<file path="src/rtl/core/spa_pkg.sv">
`default_nettype none
package spa_pkg;

  // fixed frame offsets, fixed 20 byte ip header
  localparam logic [15:0] POS_ETH_HI    = 16'd12;
  localparam logic [15:0] POS_ETH_LO    = 16'd13;
  localparam logic [15:0] POS_PROTO     = 16'd23;
  localparam logic [15:0] POS_SRC_0     = 16'd26;
  localparam logic [15:0] POS_SRC_1     = 16'd27;
  localparam logic [15:0] POS_SRC_2     = 16'd28;
  localparam logic [15:0] POS_SRC_3     = 16'd29;
  localparam logic [15:0] POS_DPORT_HI  = 16'd36;
  localparam logic [15:0] POS_DPORT_LO  = 16'd37;
  localparam logic [15:0] POS_PAYLOAD   = 16'd42;
  localparam logic [15:0] POS_IP_END    = 16'd33;  // last byte of shortest ip frame
  localparam logic [15:0] POS_UDP_END   = 16'd41;  // last byte of shortest udp frame
  localparam logic [15:0] POS_MAX       = 16'hFFFF;
  localparam logic [15:0] ETHERTYPE_IP4 = 16'h0800;
  localparam logic [7:0]  PROTO_UDP     = 8'd17;
  localparam logic [15:0] MAGIC_PORT_RST = 16'd1337;
  localparam logic [31:0] CNT_MAX       = 32'hFFFF_FFFF;

  localparam int unsigned TOKEN_TABLE_SIZE = 64;
  localparam logic [7:0] TOKEN_BYTES [TOKEN_TABLE_SIZE] = '{
    0: 8'h50, 1: 8'h48, 2: 8'h41, 3: 8'h4E, 4: 8'h54, 5: 8'h4F, 6: 8'h4D,
    7: 8'h5F, 8: 8'h47, 9: 8'h52, 10: 8'h49, 11: 8'h44, 12: 8'h5F,
    13: 8'h53, 14: 8'h50, 15: 8'h41, 16: 8'h5F, 17: 8'h32, 18: 8'h30,
    19: 8'h32, 20: 8'h35, default: 8'h00
  };

  typedef enum logic [2:0] {
    RSN_PASS_SHORT  = 3'd0,
    RSN_SHORT_UDP   = 3'd1,
    RSN_AUTH_OK     = 3'd2,
    RSN_AUTH_FAIL   = 3'd3,
    RSN_WHITELISTED = 3'd4,
    RSN_UNKNOWN     = 3'd5
  } reason_e;

  typedef enum logic [1:0] {
    JOB_DIRECT = 2'd0,
    JOB_LOOKUP = 2'd1,
    JOB_INSERT = 2'd2
  } job_e;

  typedef enum logic [1:0] {
    B_IDLE   = 2'd0,
    B_SCAN   = 2'd1,
    B_UPDATE = 2'd2,
    B_EMIT   = 2'd3
  } back_state_e;

  typedef struct packed {
    job_e        kind;
    logic        verdict;
    reason_e     reason;
    logic [31:0] src;
    logic [31:0] succ;
    logic [31:0] fail;
  } spa_job_t;

endpackage
`default_nettype wire

</file>
<file path="src/rtl/core/spa_in_if.sv">
`default_nettype none
interface spa_in_if;
  logic       valid;
  logic       ready;
  logic [7:0] pkt_byte;
  logic       last_byte;
  modport source (output valid, pkt_byte, last_byte, input ready);
  modport sink (input valid, pkt_byte, last_byte, output ready);
endinterface
`default_nettype wire

</file>
<file path="src/rtl/core/spa_front.sv">
`default_nettype none
module spa_front import spa_pkg::*; #(
  parameter int unsigned TOKEN_LENGTH = 21
) (
  input  wire logic     clk_i,
  input  wire logic     rst_ni,
  spa_in_if.sink        pkt_i,
  input  wire logic     cfg_we_i,
  input  wire logic [15:0] cfg_data_i,
  input  wire logic     q_full_i,
  output logic          q_push_o,
  output spa_job_t      q_data_o
);
  localparam logic [15:0] TOK_END = 16'(42 + TOKEN_LENGTH);

  logic [15:0] magic_q;
  logic [15:0] pos_q, eth_q, eth_d, dport_q, dport_d;
  logic [7:0]  proto_q, proto_d;
  logic [31:0] src_q, src_d, succ_q, succ_d, fail_q, fail_d;
  logic        tok_q, tok_d;
  logic        accept;
  logic [7:0]  b;
  logic [5:0]  tok_idx;
  spa_job_t    job;

  assign pkt_i.ready = !q_full_i;
  assign accept      = pkt_i.valid && pkt_i.ready;
  assign b           = pkt_i.pkt_byte;
  assign tok_idx     = 6'(pos_q - POS_PAYLOAD);

  // absorb the current byte
  always_comb begin
    eth_d   = eth_q;
    proto_d = proto_q;
    src_d   = src_q;
    dport_d = dport_q;
    tok_d   = tok_q;
    if (pos_q == POS_ETH_HI || pos_q == POS_ETH_LO) begin
      eth_d = {eth_q[7:0], b};
    end else if (pos_q == POS_PROTO) begin
      proto_d = b;
    end else if (pos_q == POS_SRC_0) begin
      src_d[31:24] = b;
    end else if (pos_q == POS_SRC_1) begin
      src_d[23:16] = b;
    end else if (pos_q == POS_SRC_2) begin
      src_d[15:8] = b;
    end else if (pos_q == POS_SRC_3) begin
      src_d[7:0] = b;
    end else if (pos_q == POS_DPORT_HI || pos_q == POS_DPORT_LO) begin
      dport_d = {dport_q[7:0], b};
    end else if (pos_q >= POS_PAYLOAD && pos_q < TOK_END) begin
      if (b != TOKEN_BYTES[tok_idx]) tok_d = 1'b0;
    end
  end

  // classify on the last byte
  always_comb begin
    succ_d      = succ_q;
    fail_d      = fail_q;
    job.kind    = JOB_DIRECT;
    job.verdict = 1'b0;
    job.reason  = RSN_PASS_SHORT;
    if (pos_q < POS_IP_END || eth_d != ETHERTYPE_IP4) begin
      job.kind = JOB_DIRECT;
    end else if (proto_d == PROTO_UDP && pos_q < POS_UDP_END) begin
      job.verdict = 1'b1;
      job.reason  = RSN_SHORT_UDP;
    end else if (proto_d == PROTO_UDP && dport_d == magic_q) begin
      job.verdict = 1'b1;
      if (pos_q >= TOK_END - 16'd1 && tok_d) begin
        job.kind   = JOB_INSERT;
        job.reason = RSN_AUTH_OK;
        if (succ_q != CNT_MAX) succ_d = succ_q + 32'd1;
      end else begin
        job.reason = RSN_AUTH_FAIL;
        if (fail_q != CNT_MAX) fail_d = fail_q + 32'd1;
      end
    end else begin
      job.kind    = JOB_LOOKUP;
      job.verdict = 1'b1;
      job.reason  = RSN_UNKNOWN;
    end
    job.src  = src_d;
    job.succ = succ_d;
    job.fail = fail_d;
  end

  assign q_push_o = accept && pkt_i.last_byte;
  assign q_data_o = job;

  always_ff @(posedge clk_i or negedge rst_ni) begin
    if (!rst_ni) begin
      magic_q <= MAGIC_PORT_RST;
      pos_q   <= '0;
      eth_q   <= '0;
      proto_q <= '0;
      src_q   <= '0;
      dport_q <= '0;
      tok_q   <= 1'b1;
      succ_q  <= '0;
      fail_q  <= '0;
    end else begin
      if (cfg_we_i) magic_q <= cfg_data_i;
      if (accept) begin
        if (pkt_i.last_byte) begin
          pos_q   <= '0;
          eth_q   <= '0;
          proto_q <= '0;
          src_q   <= '0;
          dport_q <= '0;
          tok_q   <= 1'b1;
          succ_q  <= succ_d;
          fail_q  <= fail_d;
        end else begin
          if (pos_q != POS_MAX) pos_q <= pos_q + 16'd1;
          eth_q   <= eth_d;
          proto_q <= proto_d;
          src_q   <= src_d;
          dport_q <= dport_d;
          tok_q   <= tok_d;
        end
      end
    end
  end
endmodule
`default_nettype wire

</file>
<file path="src/flat_wrapper.sv">
// flat-port wrapper written by rule: the top's interface ports become plain ports
module spa_front_flat import spa_pkg::*;
#(
  parameter int unsigned TOKEN_LENGTH = 21
)
  (clk_i, rst_ni, cfg_we_i, cfg_data_i, q_full_i, q_push_o, q_data_o, pkt_i_valid, pkt_i_pkt_byte, pkt_i_last_byte, pkt_i_ready);
  spa_in_if pkt_i_i ();
  input  wire logic clk_i;
  input  wire logic rst_ni;
  input  wire logic cfg_we_i;
  input  wire logic [15:0] cfg_data_i;
  input  wire logic q_full_i;
  output logic q_push_o;
  output spa_job_t q_data_o;
  input wire logic [$bits(pkt_i_i.valid)-1:0] pkt_i_valid;
  input wire logic [$bits(pkt_i_i.pkt_byte)-1:0] pkt_i_pkt_byte;
  input wire logic [$bits(pkt_i_i.last_byte)-1:0] pkt_i_last_byte;
  output wire logic [$bits(pkt_i_i.ready)-1:0] pkt_i_ready;
  assign pkt_i_i.valid = pkt_i_valid;
  assign pkt_i_i.pkt_byte = pkt_i_pkt_byte;
  assign pkt_i_i.last_byte = pkt_i_last_byte;
  assign pkt_i_ready = pkt_i_i.ready;
  spa_front #(.TOKEN_LENGTH(TOKEN_LENGTH)) u_core (.clk_i(clk_i), .rst_ni(rst_ni), .pkt_i(pkt_i_i), .cfg_we_i(cfg_we_i), .cfg_data_i(cfg_data_i), .q_full_i(q_full_i), .q_push_o(q_push_o), .q_data_o(q_data_o));
endmodule
</file>
<file path="config.mk">
export PLATFORM = sky130hd
export DESIGN_NAME = spa_front_flat
export DESIGN_NICKNAME = d
export VERILOG_FILES = /design/src/rtl/core/spa_pkg.sv /design/src/rtl/core/spa_in_if.sv /design/src/rtl/core/spa_front.sv /design/src/flat_wrapper.sv
export SDC_FILE = /design/constraint.sdc
export NUM_CORES = 1
export LEC_CHECK = 0
export BUFFER_PORTS_ARGS = -buffer_cell sky130_fd_sc_hd__buf_2
export CORE_MARGIN = 1.5
export CORE_UTILIZATION = 35
export DETAILED_ROUTE_END_ITERATION = 16
export GPL_TIMING_DRIVEN = 0
export MAX_ROUTING_LAYER = met4
export PLACE_DENSITY = 0.5
export SLEW_MARGIN = 40
export SYNTH_ARGS = -nofsm -noshare
export SYNTH_HDL_FRONTEND = slang
export SYNTH_SLANG_ARGS = --single-unit
</file>
<file path="constraint.sdc">
create_clock -name clk_i -period 6.2 [get_ports clk_i]
set_input_delay 1.24 -clock clk_i [delete_from_list [all_inputs] [get_ports clk_i]]
set_output_delay 1.24 -clock clk_i [all_outputs]
set_load 0.03 [all_outputs]
</file>
Word-level counts from Yosys, hierarchy flattened. Memories as Yosys holds them, arrays and structs flattened. Index checks and enable logic that the tools add are counted. Widths: inputs -> output; s select.

Bitwise operators: 1. Equal/unequal tests: 16. Reductions and logical operators: 13. Muxes and demuxes: 54. Magnitude comparators: 6. $add $sub $neg: 4.

Operators with widths (count): $mux 32 (13); $mux 16 (13); $eq 16x5->1 const B (5); $mux 8 (10); $add 32x1->32 const B (2); $ne 32x32->1 const B (2); $lt 16x6->1 const B (3); $eq 16x4->1 const B (2); $eq 16x6->1 const B (2); $ge 16x6->1 const B (2); $mux 24 (1); $add 16x1->16 const B (1); $eq 16x16->1 (1); $ne 16x12->1 const B (1); $ne 16x16->1 const B (1); $mux 1 (11); $eq 8x5->1 const B (1); $mux 4 (2); $ne 8x8->1 (1); $ge 7x7->1 const B (1); $not 6->7 (1); $logic_and 1x1->1 (6); $mux 2 (3); $mux 6 (1); 5 further kinds (8).

Bits of input ports: 30. Memories kept: 1. Word-level logic and storage cells: 104. Output and inout bits: 104. Register bits after elaboration: 169. Bits in read-only memories: 512.

Memories: (no name shown) (depth 64, bits a word 8, rd ports 1, clocked after Yosys merged registers in 0, write ports 0, line spa_front.sv:53) `if (b != TOKEN_BYTES[tok_idx]) tok_d = 1'b0;`.

Depth between registers and ports, before layout.
Depth in word-level cells: 20. Depth in mapped cells: 14. Depth with buffers taken out: 10.

Worst setup path before layout. No wires, ideal clock.

Path kind: input port to output port. Start: in pkt_i_pkt_byte[5]. End: out q_data_o[38] (netlist name). Data arrival time: 4226 ps. Slack: 734 ps. Required time: 4960 ps. Buffers on the path: 2. Stages on the path: 10. Cells stage by stage: clkbuf_1 -> nor4_1 -> and4b_1 -> nand3_1 -> a21oi_1 -> nand2b_1 -> nor3_1 -> buf_2 -> or4b_1 -> xnor2_1.

RTL lines: start: declaration (line flat_wrapper.sv:16) `input wire logic [$bits(pkt_i_i.pkt_byte)-1:0] pkt_i_pkt_byte;`; end: declaration (line flat_wrapper.sv:14) `output spa_job_t q_data_o;`.

==> flow_summary.toml <==
[timing]
layout_worst_path_cycle_share_pct = 96.0
clock.fmax_mhz = 168
max-slew-margin-rel_pct = 46.9
finalHoldViolations = 0
fin_skew_ns = 0.0160
finalCriticalPeriod_ns = 5.95
setup_viol = 0
rsz0062_at_grt = "no"
tightestPinTransition_ns = 0.796
tns_ns = 0
pins_over_slew_limit = 0

[routing]
vias = 9701
wl_per_cell_um = 19.2
detail_route.vias_per_cell = 5.60
totalWireLength_um = 33200
antenna_left = 0
drt_pre_antenna_iters = 5
remaining_drc_errors = 0
drt_iter0_drc = 640

[floorplan]
initial_utilization_pct = 35.7
std_cell_rows = 64
floorplan.io_pins = 134
core_um2 = 30700
dieHeight_um = 180
design.die.area_um2 = 32300
fp.dieW_um = 180

[setup_path]
timing_worst_setup_path_type = "flip-flop to output port"
r2r_setup_slack_ns = 2.18
timing.critical_path.required_ns = 4.96
critPathBufInv = 5
critical-path-top-delay-family = "buffers and inverters"
worst_setup_path_end_kind = "output port"
path_common_cell = "sky130_fd_sc_hd__buf_2"
regToRegEndpoint = "u_core.succ_q[28]$_DFFE_PN0P_"
reg2reg_from = "u_core.pos_q[2]$_DFFE_PN0P_"
cp_cell_sequence = "buf_2 > inv_1 > ha_2 > xor2_2 > buf_2 > nor2_1 > a222oi_1 > mux2i_1 > o221ai_1 > o31a_1 > clkbuf_1 > o211ai_1 > xnor2_1 > buf_2"
reg2reg_depth = 13
timing.critical_path.slowest_cell_delay_ns = 0.46
timing.critical_path.from_type = "flip-flop"
critical_path_arrival_ns = 4.71
crit_path_max_fanout = 10
crit_path_top_delay_cell = "sky130_fd_sc_hd__clkbuf_1"

[clocking]
total_of_hold_buffers_inserted_after_clock_tree_synthesis = 0
htreeDepth = 4
clock_tree.buffer_depth = 2
number_of_clock_sinks_seen_by_cts = 169
cts_tree = "yes"
clkSlewWorstSetupHoldPaths_ns = 0.07
cts_inserted_buffers = 17
worst_skew_pair.late_latency_ns = 0.46
clockRootBuffer = "sky130_fd_sc_hd__clkbuf_16"

[power]
power.leakage_nw = 5.51
power-per-cell-area_nw_per_um2 = 218
irDropWorstVdd_mv = 0.207

[synthesis]
synth_area_leader_cell = "sky130_fd_sc_hd__dfrtp_1"
syn_area_um2 = 10900
synthSimpleGateAreaFrac_pct = 20.7
avgSynthCellArea_um2 = 9.33
post_synth_mux_area_share_pct = 5.52
synth_commonest_cells = "sky130_fd_sc_hd__dfrtp_1, sky130_fd_sc_hd__xnor2_1, sky130_fd_sc_hd__nand2_1"
synth_nets = 1212
post-synth-top-area-fraction_pct = 37.1
ys_types = 78
synth_seq_cells = 169
synth.most_common_cell = "sky130_fd_sc_hd__dfrtp_1"
number_of_flops_mapped_to_enable_cells_by_yosys = 0
synth_top_flop_cell = "sky130_fd_sc_hd__dfrtp_1"
combinational_family_with_the_most_area_after_synthesis = "simple AND/OR/NAND/NOR gates"
adder_and_majority_gate_portion_of_the_synthesized_area_pct = 1.14
asyncSetResetFlopFracSynth_pct = 100
syn-instance-count = 1172
yosys_warnings = 0
synthXorXnorAreaFrac_pct = 12.9
seq_area_frac_synth_pct = 38.8
yosys-top-cells-area = "sky130_fd_sc_hd__dfrtp_1, sky130_fd_sc_hd__xnor2_1, sky130_fd_sc_hd__mux2_2"
compound_gate_portion_of_the_synthesized_area_pct = 16.7

[cells_and_area]
syn_to_final_growth_pct = 17.4
n_antenna_cell = 0
fin_nets = 1364
stdcell_count = 1732
layout.area.seq_um2 = 4240
stdcell_area_um2 = 12800
fillers = 3085
layout-drive-gt1-share_pct = 20.1
multiInputGateArea_um2 = 6290

[grt]
largest_net_degree_at_the_start_of_global_routing = 63
grtUsageTotal_pct = 21.7
grt_antenna_before_repair = 0
total_congestion_overflow_after_global_routing = 0
grt_first_pass_wirelength_um = 54800
first_global_vias = 9736

[placed_design]
global_placement_routability_congestion = 0.847
port_buffers = 130
post-dp-hpwl_um = 24000
cell_count_post_placement = 1700
post_dp_cell_area_um2 = 12200

[worst_hold_path]
min-delay-start = "u_core.tok_q$_DFFE_PN1P_"
min-delay-path-class = "flip-flop to flip-flop"
min_delay_path_depth = 2
whs_endpoint = "u_core.tok_q$_DFFE_PN1P_"

[status]
outcome = "complete, no violations"

[flow_run]
maxCapViolCount = 0
-- flip-flops by register name, indices dropped and copies added, names as in the netlist --
register and cells:
u_core.proto_q 8, u_core.eth_q 16, u_core.magic_q 16, u_core.pos_q 16, u_core.tok_q 1, u_core.succ_q 32
u_core.src_q 32, u_core.fail_q 32, u_core.dport_q 16
-- where the power goes --
part	switching [mW]	total (mW)	leakage [nW]	internal, mW
clock	0.506	1.15	0.287	0.643
combinational	0.232	0.399	3.03	0.167
sequential	0.0780	1.25	2.19	1.17
total	0.816	2.79	5.51	1.98
-- per-layer routing --
layer  track usage (%)  vias up  routed length [um]
li1                  -     4632                   -
met1              29.6     4772               16000
met2              32.8      260               15100
met4              6.90        0                 723
met5                 -        -                   0
met3              3.67       37                1360
-- metrics by stage --
stage | total power [mW] | hold slack [ns] | setup WS [ns] | util, %
after floorplan | 1.52 | 0.444 | 0.734 | -
after global placement | 1.64 | 0.467 | 0.135 | 39.4
after detailed placement | 1.66 | 0.471 | 0.103 | 39.7
after CTS | 2.82 | 0.492 | 0.0101 | 41.7
after global routing | 2.93 | 0.518 | 0.00627 | 41.9
final | 2.79 | 0.491 | 0.247 | 41.9
-- what timing repair did --
item | 4_1_cts | 5_1_grt
gates resized for setup | 3 | 8
pin swaps | 0 | 2
endpoints found under the setup margin | 58 | 60
setup buffers | 0 | 2
-- layout by cell type, fill, tap and decap left out, drive strengths merged, types with 12 or more instances in the layout --
master,synthesis,final
and4,12,12
nand2,94,94
and3,36,36
dfrtp,162,162
inv,23,29
o211ai,62,62
nor4,14,14
buf,37,170
clkbuf,54,71
a22o,32,32
xor2,32,32
nor2,50,50
mux2,46,46
o21ai,59,59
a21oi,14,14
xnor2,129,129
nor3,28,28
a22oi,40,40
nand3,33,33
nand4,69,69
-- final cells by class --
cell class                      instances  share of cell area, %
Multi-Input combinational cell        888                   49.0
Timing Repair Buffer                  134                   5.69
Clock inverter                         14                   1.45
Tap cell                              396                   3.86
Inverter                               24                  0.702
Sequential cell                       169                   33.0
Clock buffer                           17                   3.31
Buffer                                 90                   2.94
-- cell families (layout without fill, tap and decap cells) --
| kind of cell | count (synthesis) | count (layout) |
|---|---|---|
| and+or+nand+nor | 408 | 408 |
| AOI/OAI and AO/OA | 257 | 257 |
| DFF | 169 | 169 |
| xor gates and xnor gates | 161 | 161 |
| buffers and inverters | 115 | 279 |
| muxes | 52 | 52 |
| adders and majority gates | 10 | 10 |
-- worst register-to-register path, stage by stage (launching register included) --
cell and delay (ns):
sky130_fd_sc_hd__dfrtp_1 0.38, sky130_fd_sc_hd__buf_2 0.17, sky130_fd_sc_hd__inv_1 0.24, sky130_fd_sc_hd__ha_2 0.33
sky130_fd_sc_hd__nor2b_1 0.07, sky130_fd_sc_hd__or3_1 0.30, sky130_fd_sc_hd__clkbuf_1 0.18, sky130_fd_sc_hd__a31o_1 0.25
sky130_fd_sc_hd__a221o_1 0.31, sky130_fd_sc_hd__a2111o_1 0.43, sky130_fd_sc_hd__o31ai_2 0.38, sky130_fd_sc_hd__clkbuf_1 0.49
sky130_fd_sc_hd__nand4_1 0.20, sky130_fd_sc_hd__xnor2_1 0.17
-- worst max-delay path by stage --
stage                                startpoint            to  slack, ns  cells past startpoint
floorplan                     pkt_i_pkt_byte[5]  q_data_o[38]       0.73                     10
global placement              pkt_i_pkt_byte[1]  q_data_o[63]       0.14                     12
detailed placement            pkt_i_pkt_byte[1]  q_data_o[63]       0.10                     12
CTS                 u_core.pos_q[1]$_DFFE_PN0P_  q_data_o[63]       0.01                     15
global route        u_core.pos_q[0]$_DFFE_PN0P_  q_data_o[63]      0.006                     13
finish              u_core.pos_q[2]$_DFFE_PN0P_  q_data_o[27]       0.25                     14
Power figures use the tool's default switching activity.
