[config.mk]
export PLATFORM = sky130hd
export DESIGN_NAME = spa_fifo
export DESIGN_NICKNAME = d
export VERILOG_FILES = /design/src/rtl/core/spa_pkg.sv /design/src/rtl/core/spa_fifo.sv
export SDC_FILE = /design/constraint.sdc
export NUM_CORES = 1
export LEC_CHECK = 0
export ABC_AREA = 0
export BUFFER_PORTS_ARGS = -buffer_cell sky130_fd_sc_hd__buf_2
export CORE_UTILIZATION = 53
export CTS_BUF_LIST = sky130_fd_sc_hd__clkbuf_8
export DETAILED_ROUTE_END_ITERATION = 10
export PLACE_DENSITY_LB_ADDON = 0.12
export SLEW_MARGIN = 15
export SYNTH_ARGS = -nofsm -noshare
export SYNTH_HDL_FRONTEND = slang
export SYNTH_SLANG_ARGS = --single-unit
[constraint.sdc]
create_clock -name clk_i -period 4.5 [get_ports clk_i]
set_input_delay 0.675 -clock clk_i [delete_from_list [all_inputs] [get_ports clk_i]]
set_output_delay 0.675 -clock clk_i [all_outputs]
set_load 0.01 [all_outputs]
[src/rtl/core/spa_pkg.sv]
`default_nettype none
package spa_pkg;

  // fixed frame offsets, fixed 20 byte ip header
  localparam logic [15:0] POS_ETH_HI    = 16'd12;
  localparam logic [15:0] POS_ETH_LO    = 16'd13;
  localparam logic [15:0] POS_PROTO     = 16'd23;
  localparam logic [15:0] POS_SRC_0     = 16'd26;
  localparam logic [15:0] POS_SRC_1     = 16'd27;
  localparam logic [15:0] POS_SRC_2     = 16'd28;
  localparam logic [15:0] POS_SRC_3     = 16'd29;
  localparam logic [15:0] POS_DPORT_HI  = 16'd36;
  localparam logic [15:0] POS_DPORT_LO  = 16'd37;
  localparam logic [15:0] POS_PAYLOAD   = 16'd42;
  localparam logic [15:0] POS_IP_END    = 16'd33;  // last byte of shortest ip frame
  localparam logic [15:0] POS_UDP_END   = 16'd41;  // last byte of shortest udp frame
  localparam logic [15:0] POS_MAX       = 16'hFFFF;
  localparam logic [15:0] ETHERTYPE_IP4 = 16'h0800;
  localparam logic [7:0]  PROTO_UDP     = 8'd17;
  localparam logic [15:0] MAGIC_PORT_RST = 16'd1337;
  localparam logic [31:0] CNT_MAX       = 32'hFFFF_FFFF;

  localparam int unsigned TOKEN_TABLE_SIZE = 64;
  localparam logic [7:0] TOKEN_BYTES [TOKEN_TABLE_SIZE] = '{
    0: 8'h50, 1: 8'h48, 2: 8'h41, 3: 8'h4E, 4: 8'h54, 5: 8'h4F, 6: 8'h4D,
    7: 8'h5F, 8: 8'h47, 9: 8'h52, 10: 8'h49, 11: 8'h44, 12: 8'h5F,
    13: 8'h53, 14: 8'h50, 15: 8'h41, 16: 8'h5F, 17: 8'h32, 18: 8'h30,
    19: 8'h32, 20: 8'h35, default: 8'h00
  };

  typedef enum logic [2:0] {
    RSN_PASS_SHORT  = 3'd0,
    RSN_SHORT_UDP   = 3'd1,
    RSN_AUTH_OK     = 3'd2,
    RSN_AUTH_FAIL   = 3'd3,
    RSN_WHITELISTED = 3'd4,
    RSN_UNKNOWN     = 3'd5
  } reason_e;

  typedef enum logic [1:0] {
    JOB_DIRECT = 2'd0,
    JOB_LOOKUP = 2'd1,
    JOB_INSERT = 2'd2
  } job_e;

  typedef enum logic [1:0] {
    B_IDLE   = 2'd0,
    B_SCAN   = 2'd1,
    B_UPDATE = 2'd2,
    B_EMIT   = 2'd3
  } back_state_e;

  typedef struct packed {
    job_e        kind;
    logic        verdict;
    reason_e     reason;
    logic [31:0] src;
    logic [31:0] succ;
    logic [31:0] fail;
  } spa_job_t;

endpackage
`default_nettype wire

[src/rtl/core/spa_fifo.sv]
`default_nettype none
module spa_fifo import spa_pkg::*; (
  input  wire logic     clk_i,
  input  wire logic     rst_ni,
  input  wire logic     push_i,
  input  wire spa_job_t data_i,
  output logic          full_o,
  input  wire logic     pop_i,
  output spa_job_t      data_o,
  output logic          empty_o
);
  localparam int unsigned DEPTH = 4;
  localparam int unsigned PW = $clog2(DEPTH);

  spa_job_t      mem_q [DEPTH];
  logic [PW:0]   wr_q, rd_q;

  assign full_o  = (wr_q[PW] != rd_q[PW]) && (wr_q[PW-1:0] == rd_q[PW-1:0]);
  assign empty_o = (wr_q == rd_q);
  assign data_o  = mem_q[rd_q[PW-1:0]];

  always_ff @(posedge clk_i) begin
    if (push_i && !full_o) mem_q[wr_q[PW-1:0]] <= data_i;
  end

  always_ff @(posedge clk_i or negedge rst_ni) begin
    if (!rst_ni) begin
      wr_q <= '0;
      rd_q <= '0;
    end else begin
      if (push_i && !full_o) wr_q <= wr_q + 1'b1;
      if (pop_i && !empty_o) rd_q <= rd_q + 1'b1;
    end
  end
endmodule
`default_nettype wire

Yosys cells after proc, flatten, opt, wreduce, memory -nomap -nowiden
Memory sizes are Yosys's and may differ from the RTL's.
Cells that the tools add are included.
{"block": "totals", "mem_bits_rw": 408, "latch_bits": 0, "out_inout_bits": 104, "register_bits": 6, "n_memories": 1, "mem_bits_ro": 0}
{"memory": "mem_q", "words": 4, "width": 102, "read_ports": 1, "rd_ports_with_merged_regs": 0, "write_ports": 1, "line_no": "spa_fifo.sv:15", "text": "spa_job_t mem_q [DEPTH];"}
{"block": "op_classes", "bitwise_logic": 0, "n_lt_le_gt_ge": 0, "n_mux": 2, "n_addsub": 2, "n_reduce_logical": 5, "eq_ne": 3, "shifts": 0, "mul": 0, "div_mod_pow": 0}
{"op": "3-bit by 1-bit adder with 3-bit output, second input constant", "count": 2}
{"op": "3-bit equality test", "count": 1}
{"op": "1-bit logical AND", "count": 3}
{"op": "2-bit equality test", "count": 1}
{"op": "1-bit zero test", "count": 2}
{"op": "1-bit 2-to-1 mux", "count": 2}
{"op": "1-bit inequality test", "count": 1}

Longest topological paths before layout
Gate-level depths: netlist of the first run.
{"block": "depth", "word_depth": 6, "ltp_mapped": 5, "depth_no_buf": 5}

Least setup slack after synthesis of the first run
OpenSTA, ideal clock, no wires.
{"block": "synth_path", "path_type": "reg-to-reg", "start": "reg rd_q[0]", "end": "mem mem_q[3][0] (netlist bit), enable pin", "setup_time_ns": 0.508, "period_less_slack_ns": 4.407, "path_stages_with_launch": 4, "path_buffers": 1, "arrival_ns": 3.899, "slack_ns": 0.093, "path_cell_list": "dfrtp_1 > buf_6 > xnor2_1 > a31oi_2"}
{"block": "synth_via", "elab_chain_len": 6}
{"item": "start: declaration", "line_no": "spa_fifo.sv:16", "text": "logic [PW:0] wr_q, rd_q;"}
{"item": "start signal: assignment", "line_no": "spa_fifo.sv:32", "text": "if (pop_i && !empty_o) rd_q <= rd_q + 1'b1;"}
{"item": "2-bit equality test", "line_no": "spa_fifo.sv:18", "text": "assign full_o = (wr_q[PW] != rd_q[PW]) && (wr_q[PW-1:0] == rd_q[PW-1:0]);"}
{"item": "1-bit logical AND", "line_no": "spa_fifo.sv:18"}
{"item": "1-bit zero test", "line_no": "spa_fifo.sv:23", "text": "if (push_i && !full_o) mem_q[wr_q[PW-1:0]] <= data_i;"}
{"item": "1-bit logical AND", "line_no": "spa_fifo.sv:23"}
{"item": "1-bit 2-to-1 mux", "line_no": "spa_fifo.sv:23"}
{"item": "1-bit 2-to-1 mux (not written as such)", "line_no": "spa_fifo.sv:23"}
{"item": "end: declaration", "line_no": "spa_fifo.sv:15"}
Every way passes these cells.

==> flow_results.org, run 1 <==
** Status
- The run finished with clean final reports.

** Worst setup path
- Crit path DAT :: 2.54 ns
- Along the worst path, the maximum fanout reaches 105.
- Startpoint types :: flip-flop
- The worst register-to-register path begins at rd_q[1].
- The critical path starts at rd_q[0].
- In this design, the stage delay of the slowest critical-path cell is 0.66 ns.
- Critical path cell sequence :: buf_12 -> mux4_2 -> buf_2
- Setup crit end kind :: output port
- Crit-path slowest cell :: buf_12
- By startpoint and endpoint, the worst setup path is classified as flip-flop to output port.
- Required time of the worst setup path :: 3.83 ns

** Clock tree
- The number of gates resized after CTS was 0.
- Clock latency on the worst-skew pair :: 0.57 ns
- TritonCTS built the clock tree.
- Clock-pin slew was measured on the worst setup and hold paths at 0.07 ns.
- Buffers added to address setup during post-CTS repair amount to 0.
- Hold buffer count at cts :: 1
- Clock tree synthesis found a total of 414 sinks.
- Cell chosen for the clock root :: clkbuf_8
- H-tree depth :: 3
- Counting the buffers created by CTS gives 67.
- Number of buffers on the longest clock path :: 3

** Floorplan
- I/O pins :: 210
- Die area :: 0.0293 mm²
- In this run the core area contains 61 standard-cell rows.
- Once the floorplan was initialized, standard cells occupied 54.2% of the core.
- Horizontal die dimension :: 171 µm
- DIE HEIGHT :: 171 µm
- The floorplan step defined a core boundary enclosing 0.0280 mm².

** Routing
- Via Count :: 6934
- First drt pass iteration count :: 5
- After detailed routing, the number of remaining DRC violations is 0.
- Via count normalized by instance count :: 5.43
- Iter 0 DRT Violations :: 458
- The detail route stage leaves a number of antenna-violating nets equal to 0.
- In the final routed layout, each cell accounts on average for 21.7 µm.
- Routed Wire Length :: 27800 µm

** GRT
- First-pass GRT wire length :: 41600 µm
- For this run, the total global-route usage over all layers was measured as 19.6%.
- The number of global-route vias before repair is 7480.
- For this run the aggregate overflow at the end of global routing stands at 0.
- Entering global routing, the biggest net connects 106 pins.
- The number of antenna violations at the first check in global routing is 7.

** Hold path
- Launch point of the worst hold path :: data_i[23]
- In this run the worst hold path is classified as input pin to flip-flop.

** Yosys
- The number of nets in the synthesized netlist is 693.
- Summing the sequential cell areas from Yosys gives 81.7% of the chip area.
- A synthesized cell averages 26.1 µm².
- Yosys printed 0 warnings.
- Flip-flop and latch count after synthesis :: 414
- The biggest area contributor in the post-synthesis netlist is edfxtp_1.
- Counting distinct cell types in the post-synthesis netlist gives 23.
- Area contributors post-synth :: edfxtp_1, mux4_2, dfrtp_1
- Synthesized cell area :: 0.0152 mm²
- Post-synthesis instance total :: 582
- After synthesis, the largest area contributor takes up 80.7% of total cell area.

** Placed design
- Summed over all nets, the half-perimeter wirelength after detailed placement is 15800 µm.
- The number of placed instances, taps included, is 1155.
- Buffers placed on the I/O ports in this run total 209.
- At the end of routability-driven placement, the weighted congestion stood at 0.749.

** Finish
- Synth-to-layout area growth :: 17.9%
- Number of inserted filler cells in the final layout :: 1929
- In the final design database the tool counted 958 nets.
- Final non-filler cell total :: 1278
- In the final layout, the share of cells above drive strength 1 is 45.9%.
- For this run, the share of the core covered by cells in the final layout is 63.9%.

** Pwr
- Areal power density over the cells :: 647 mW/mm²
- Lkg Pwr :: 0.00615 µW
- Across the VDD grid, the largest voltage drop is 0.541 mV.

** STA
- The worst pin sits at a relative slew slack of 40.8%.
- Setup violations remaining at the end of the flow were counted as 0.
- For the final routed database, the setup TNS stands at 0 ns.
- Setup repair after global routing left no endpoint under its margin.
- The clock arrives with 0.0264 ns of skew.
- In the finished design, the share of the clock period the worst path needs comes to 71.5%.
- Derived from the worst setup path, the maximum achievable clock frequency is 0.311 GHz.
- Final Hold Violating Endpoints :: 0
- Minimum period implied by the final worst setup slack :: 3.22 ns
- Worst Tran Pin Value :: 0.888 ns
- The number of pins exceeding their max-slew limit in the final report was 0.
- Worst hold slack :: 0.312 ns

** Job
- Number of max-cap violations :: 0
routing by layer:
metal	track usage [%]	routed length (µm)	vias to the layer above
li1	-	-	3068
met5	0	35	-
met2	32.3	13900	241
met1	24.4	11200	3578
met3	6.37	2150	41
met4	7.10	448	6
cell type report:
type / instances / area (µm²) / area share, %
sequential: 414 / 12400 / 69.3
inverter: 4 / 15.0 / 0.0839
clock buffer: 70 / 963 / 5.38
antenna: 5 / 12.5 / 0.0699
multi-input combinational: 140 / 2630 / 14.7
tap: 378 / 473 / 2.64
clock inverter: 47 / 231 / 1.29
timing repair buffer: 220 / 1170 / 6.53
worst paths after layout:
kind,end,slack [ns],cells after the start
worst min register to register,wr_q[2],0.59,1
min in group asynchronous,wr_q[2],0.48,2
worst max register to register,mem_q[2][39],1.83,4
max in group asynchronous,rd_q[1],3.84,2
worst max-delay path,data_o[62],1.28,3
worst min-delay path,mem_q[1][23],0.31,1
cell usage after synthesis, drive strengths merged:
cell type  number
edfxtp        408
mux4          102
buf            20
dfrtp           6
ha              5
o31ai           5
xnor2           5
a21oi           4
clkbuf          4
inv             4
xor2            4
and3            3
nand2           3
a211oi          2
nand2b          2
nor3            2
a21boi          1
a31oi           1
nand3           1
power by group:
part           switching (µW)  internal [µW]
registers                 217           5140
clock network            1390           1500
logic                    1850           1490
total                    3450           8140
flip-flops by register name (all words and copies together), names as in the netlist:
| signal | count |
|---|---|
| mem_q | 408 |
| rd_q | 3 |
| wr_q | 3 |
per-stage QoR:
step	cell area, µm²	power, µW	setup WS [ns]
after detailed placement	16700	8870	1.80
after CTS	17900	11800	1.21
after floorplan	15200	7720	0.0932
after global routing	17900	12200	1.12
final	17900	11600	1.28
after global placement	16700	8780	1.80
cells by family (layout without fill, tap and decap cells):
logic type | Yosys count | count (layout) | synth area share, %
flip-flops | 414 | 414 | 81.7
multiplexers | 102 | 102 | 15.1
buffers and inverters | 28 | 341 | 1.19
AO/OA/AOI/OAI | 13 | 13 | 0.610
AND/OR/NAND/NOR | 11 | 11 | 0.379
XOR/XNOR | 9 | 9 | 0.618
adder cells (fa/ha/maj) | 5 | 5 | 0.412
other | 0 | 5 | 0
cell usage in the layout, fill, tap and decap left out:
cell type        n
xor2_1           2
nor3_1           2
buf_2          209
a21oi_1          4
dfrtp_4          2
diode_2          5
clkinv_1        13
buf_4            7
xor2_2           2
clkinv_2         7
o31ai_1          5
and3_4           3
dfrtp_1          4
inv_6            4
ha_1             5
nand3_1          1
a211oi_1         2
nand2_1          3
edfxtp_1       408
a21boi_0         1
inv_1           26
mux4_2         102
a31oi_4          1
nand2b_1         2
buf_12           3
clkbuf_8        70
bufinv_16        1
dlygate4sd3_1    1
xnor2_1          5
worst max-delay path: cells and delay by family (launching register included):
family / cells / cell delay, ns
buffers and inverters: 2 / 0.83
DFF: 1 / 0.43
muxes: 1 / 0.64
(Power assumes the default switching activity.)
==> run 2, diff against run 1 <==
CORE_UTILIZATION = 59   (was 53)
clock period = 3 ns   (was 4.5 ns; I/O delays follow)
==> run 2 against run 1 <==
  * Flip-flop and latch count stayed put
  * Die area shrank 10%
  * Hold slack lost 0.22 ns
  * Global-route usage rose by 1.5 points
  * Critical path type unchanged
  * Clock skew decreased by 0.015 ns
  * Sequential share of layout area rose by 0.32 points
  * Setup slack lost 1.1 ns
  * Total power grew 47%
  * Utilization is 6.9 points higher
  * Register-to-register slack got worse by 1.2 ns
  * Via count up 0.55%
==> flow_results.org, run 2 (same netlist as run 1, synthesis figures left out) <==
** Status
- Result of the run: finished, final reports clean (unchanged).

** Pwr
- The power spent charging and discharging nets came to 5070 µW (was 3450 µW).
- The largest vdd supply drop was 0.634 mV (was 0.541 mV).
- The sequential share of power was 47.2% (was 46.2%).
- Clk network pwr share :: 22.9% (was 25.0%)
- The static leakage is 0.00612 µW (was 0.00615 µW).
- The logic gate share of total power is 30.0% (was 28.8%).
- The internal cell power came to 12000 µW (was 8140 µW).
- The switching part of the total power was 29.7% (was 29.8%).
- Areal power density over the cells :: 957 mW/mm² (was 647 mW/mm²)

** Floorplan
- Die area :: 0.0264 mm² (was 0.0293 mm²)
- Horizontal die dimension :: 162 µm (was 171 µm)
- Rows :: 58 (was 61)
- DIE HEIGHT :: 162 µm (was 171 µm)
- The number of primary I/O pins came to 210 (unchanged).
- Area of the placeable core :: 0.0252 mm² (was 0.0280 mm²)
- The initial cell density of the core is 60.3% (was 54.2%).

** GRT
- Global routing usage summed across all routing layers :: 21.1% (was 19.6%)
- The number of antenna violations at the first check in global routing is 4 (was 7).
- First-pass GRT wire length :: 41100 µm (was 41600 µm)
- The global-route congestion overflow total came to 0 (unchanged).
- The number of global-route vias before repair came to 7387 (was 7480).
- The pin count of the biggest net entering global routing is 74 (was 106).

** Worst setup path
- Critical path cell sequence :: buf_12 -> mux4_2 -> buf_2 (unchanged)
- The path type of the worst setup path was flip-flop to output port (unchanged).
- The category of the worst setup path launch point was a flip-flop (unchanged).
- Crit-path slowest cell :: dfrtp_4 (was buf_12)
- Required time of the worst setup path :: 2.55 ns (was 3.83 ns)
- Crit path DAT :: 2.37 ns (was 2.54 ns)
- The sort of element at the end of the critical path was an output port (unchanged).
- The worst-path maximum fanout is 40 (was 105).
- The largest stage delay on the critical path is 0.66 ns (about the same).

** STA
- The measured slew at the worst slew-check pin came to 0.704 ns (was 0.888 ns).
- Final Cycle Share :: 93.9%
- The final hold violation count was 0 (unchanged).
- Pins over their slew limit :: 0 (unchanged)
- The worst path in the final design needs a cycle of 2.82 ns, including I/O delays and setup.
- The setup TNS came to 0 ns (unchanged).
- RSZ-0062 raised after global routing: no (unchanged).
- The headroom to the max-slew limit came to 53.1% (was 40.8%).
- The final-report setup violation count is 0 (unchanged).
- The worst hold slack after final layout came to 0.0890 ns (was 0.312 ns).
- Max Fclk :: 0.355 GHz
- The post-route clock skew is 0.0111 ns (was 0.0264 ns).

** Finish
- Fraction of final layout cells sized beyond drive strength 1 :: 45.3% (was 45.9%)
- Design Area, Final :: 0.0178 mm² (was 0.0179 mm²)
- Most frequent cells in the layout :: edfxtp_1, buf_2, mux4_2, clkbuf_8, inv_1 (unchanged)
- Number of inserted filler cells in the final layout :: 1569 (was 1929)
- The most common library cell in the layout ignoring fill and taps is edfxtp_1 (unchanged).
- Count of nets after finishing :: 956 (was 958)
- The number of flip-flops under the largest register name was 408 (unchanged).
- The layout overhead on the synthesized area came to 17.3% (was 17.9%).

** Clock tree
- The clock-pin slew of the registers on the worst-case setup and hold paths was 0.07 ns (about the same).
- The post-cts resize count is 0 (unchanged).
- The CTS H-tree depth came to 2 (was 3).
- The root cell of the clock tree is clkbuf_8 (unchanged).
- The count of clock tree sinks is 414 (unchanged).
- Clock tree from TritonCTS :: done (unchanged)
- Number of buffers inserted during clock tree synthesis :: 61 (was 67)
- Number of buffers on the longest clock path :: 3 (unchanged)
- The clock latency reported for the late side of the worst-skew pair is 0.57 ns (about the same).

** Routing
- Iter 0 DRT Violations :: 435 (was 458)
- Detailed-route wire length per cell :: 21.8 µm (was 21.7 µm)
- Routed Wire Length :: 26800 µm (was 27800 µm)
- The post-route DRC violation count was 0 (unchanged).
- The count of nets left with antenna violations after detail routing is 0 (unchanged).
- First drt pass iteration count :: 4 (was 5)
- Via Count :: 6972 (was 6934)
- Via count normalized by instance count :: 5.67 (was 5.43)

** Placed design
- The area of placed instances came to 0.0167 mm² (about the same).
- Count of input and output buffers :: 209 (unchanged)
- The placed wire-length estimate came to 15900 µm (was 15800 µm).
- GP Congestion :: 0.713 (was 0.749)

** Hold path
- Class of the tightest hold or removal check :: input pin to flip-flop (unchanged)

** Job
- The count of max-cap constraint violations was 0 (unchanged).
==> run 2: repair_timing <==
action                    in CTS  in global routing
setup buffers                  0                  0
hold buffers                   1                  0
hold endpoints to repair       6                  0
==> run 2: final timing paths <==
path	startpoint	to	slack (ns)	cells after the start
max	rd_q[0]	data_o[62]	0.18	3
min	data_i[86]	mem_q[3][86]	0.09	1
max reg2reg	rd_q[0]	mem_q[0][92]	0.63	4
min reg2reg	rd_q[2]	rd_q[2]	0.59	2
max in group asynchronous	rst_ni	rd_q[1]	2.56	2
min in group asynchronous	rst_ni	rd_q[0]	0.27	2
==> run 2: routing by layer <==
layer | track usage (%) | vias to the layer above | share of wire (%)
li1 | - | 3060 | -
met1 | 27.4 | 3622 | 39
met2 | 35.4 | 246 | 52
met3 | 5.53 | 42 | 7.2
met4 | 6.39 | 2 | 1.8
met5 | 0 | - | 0.045
==> run 2: layout make-up <==
class / count / area [µm²] / area share [%]
repair buffers: 224 / 1270 / 7.15
multi-input cells: 140 / 2630 / 14.7
inverters: 4 / 15.0 / 0.0843
diodes: 3 / 7.51 / 0.0421
flip-flops and latches: 414 / 12400 / 69.6
clock inverters: 51 / 206 / 1.16
well taps: 330 / 413 / 2.32
clock buffers: 63 / 867 / 4.87
==> run 2: stage by stage <==
stage / total power (µW) / instances / worst slack, ns / util (%)
final: 17100 / 1229 / 0.182 / 70.8
after global routing: 17900 / 1226 / 0.0211 / 70.7
after CTS: 17300 / 1226 / 0.0893 / 70.7
after detailed placement: 13400 / 1111 / 0.680 / 66.4
after global placement: 13300 / 1111 / 0.701 / 66.4
after floorplan: 11500 / 582 / 0.0131 / -
==> run 2: power groups by stage <==
stage                     Combinational [µW]  Sequential, µW  Clock [µW]
after CTS                               5240            8070        4010
after global placement                  5160            8090           0
final                                   5110            8050        3900
after global routing                    5520            8150        4240
after floorplan                         3470            8050           0
after detailed placement                5220            8180           0
==> run 2: critical path, delay by kind of cell (launching register included) <==
kind	cells	cell delay (ns)
muxes	1	0.58
buffers and inverters	2	0.50
DFF	1	0.66
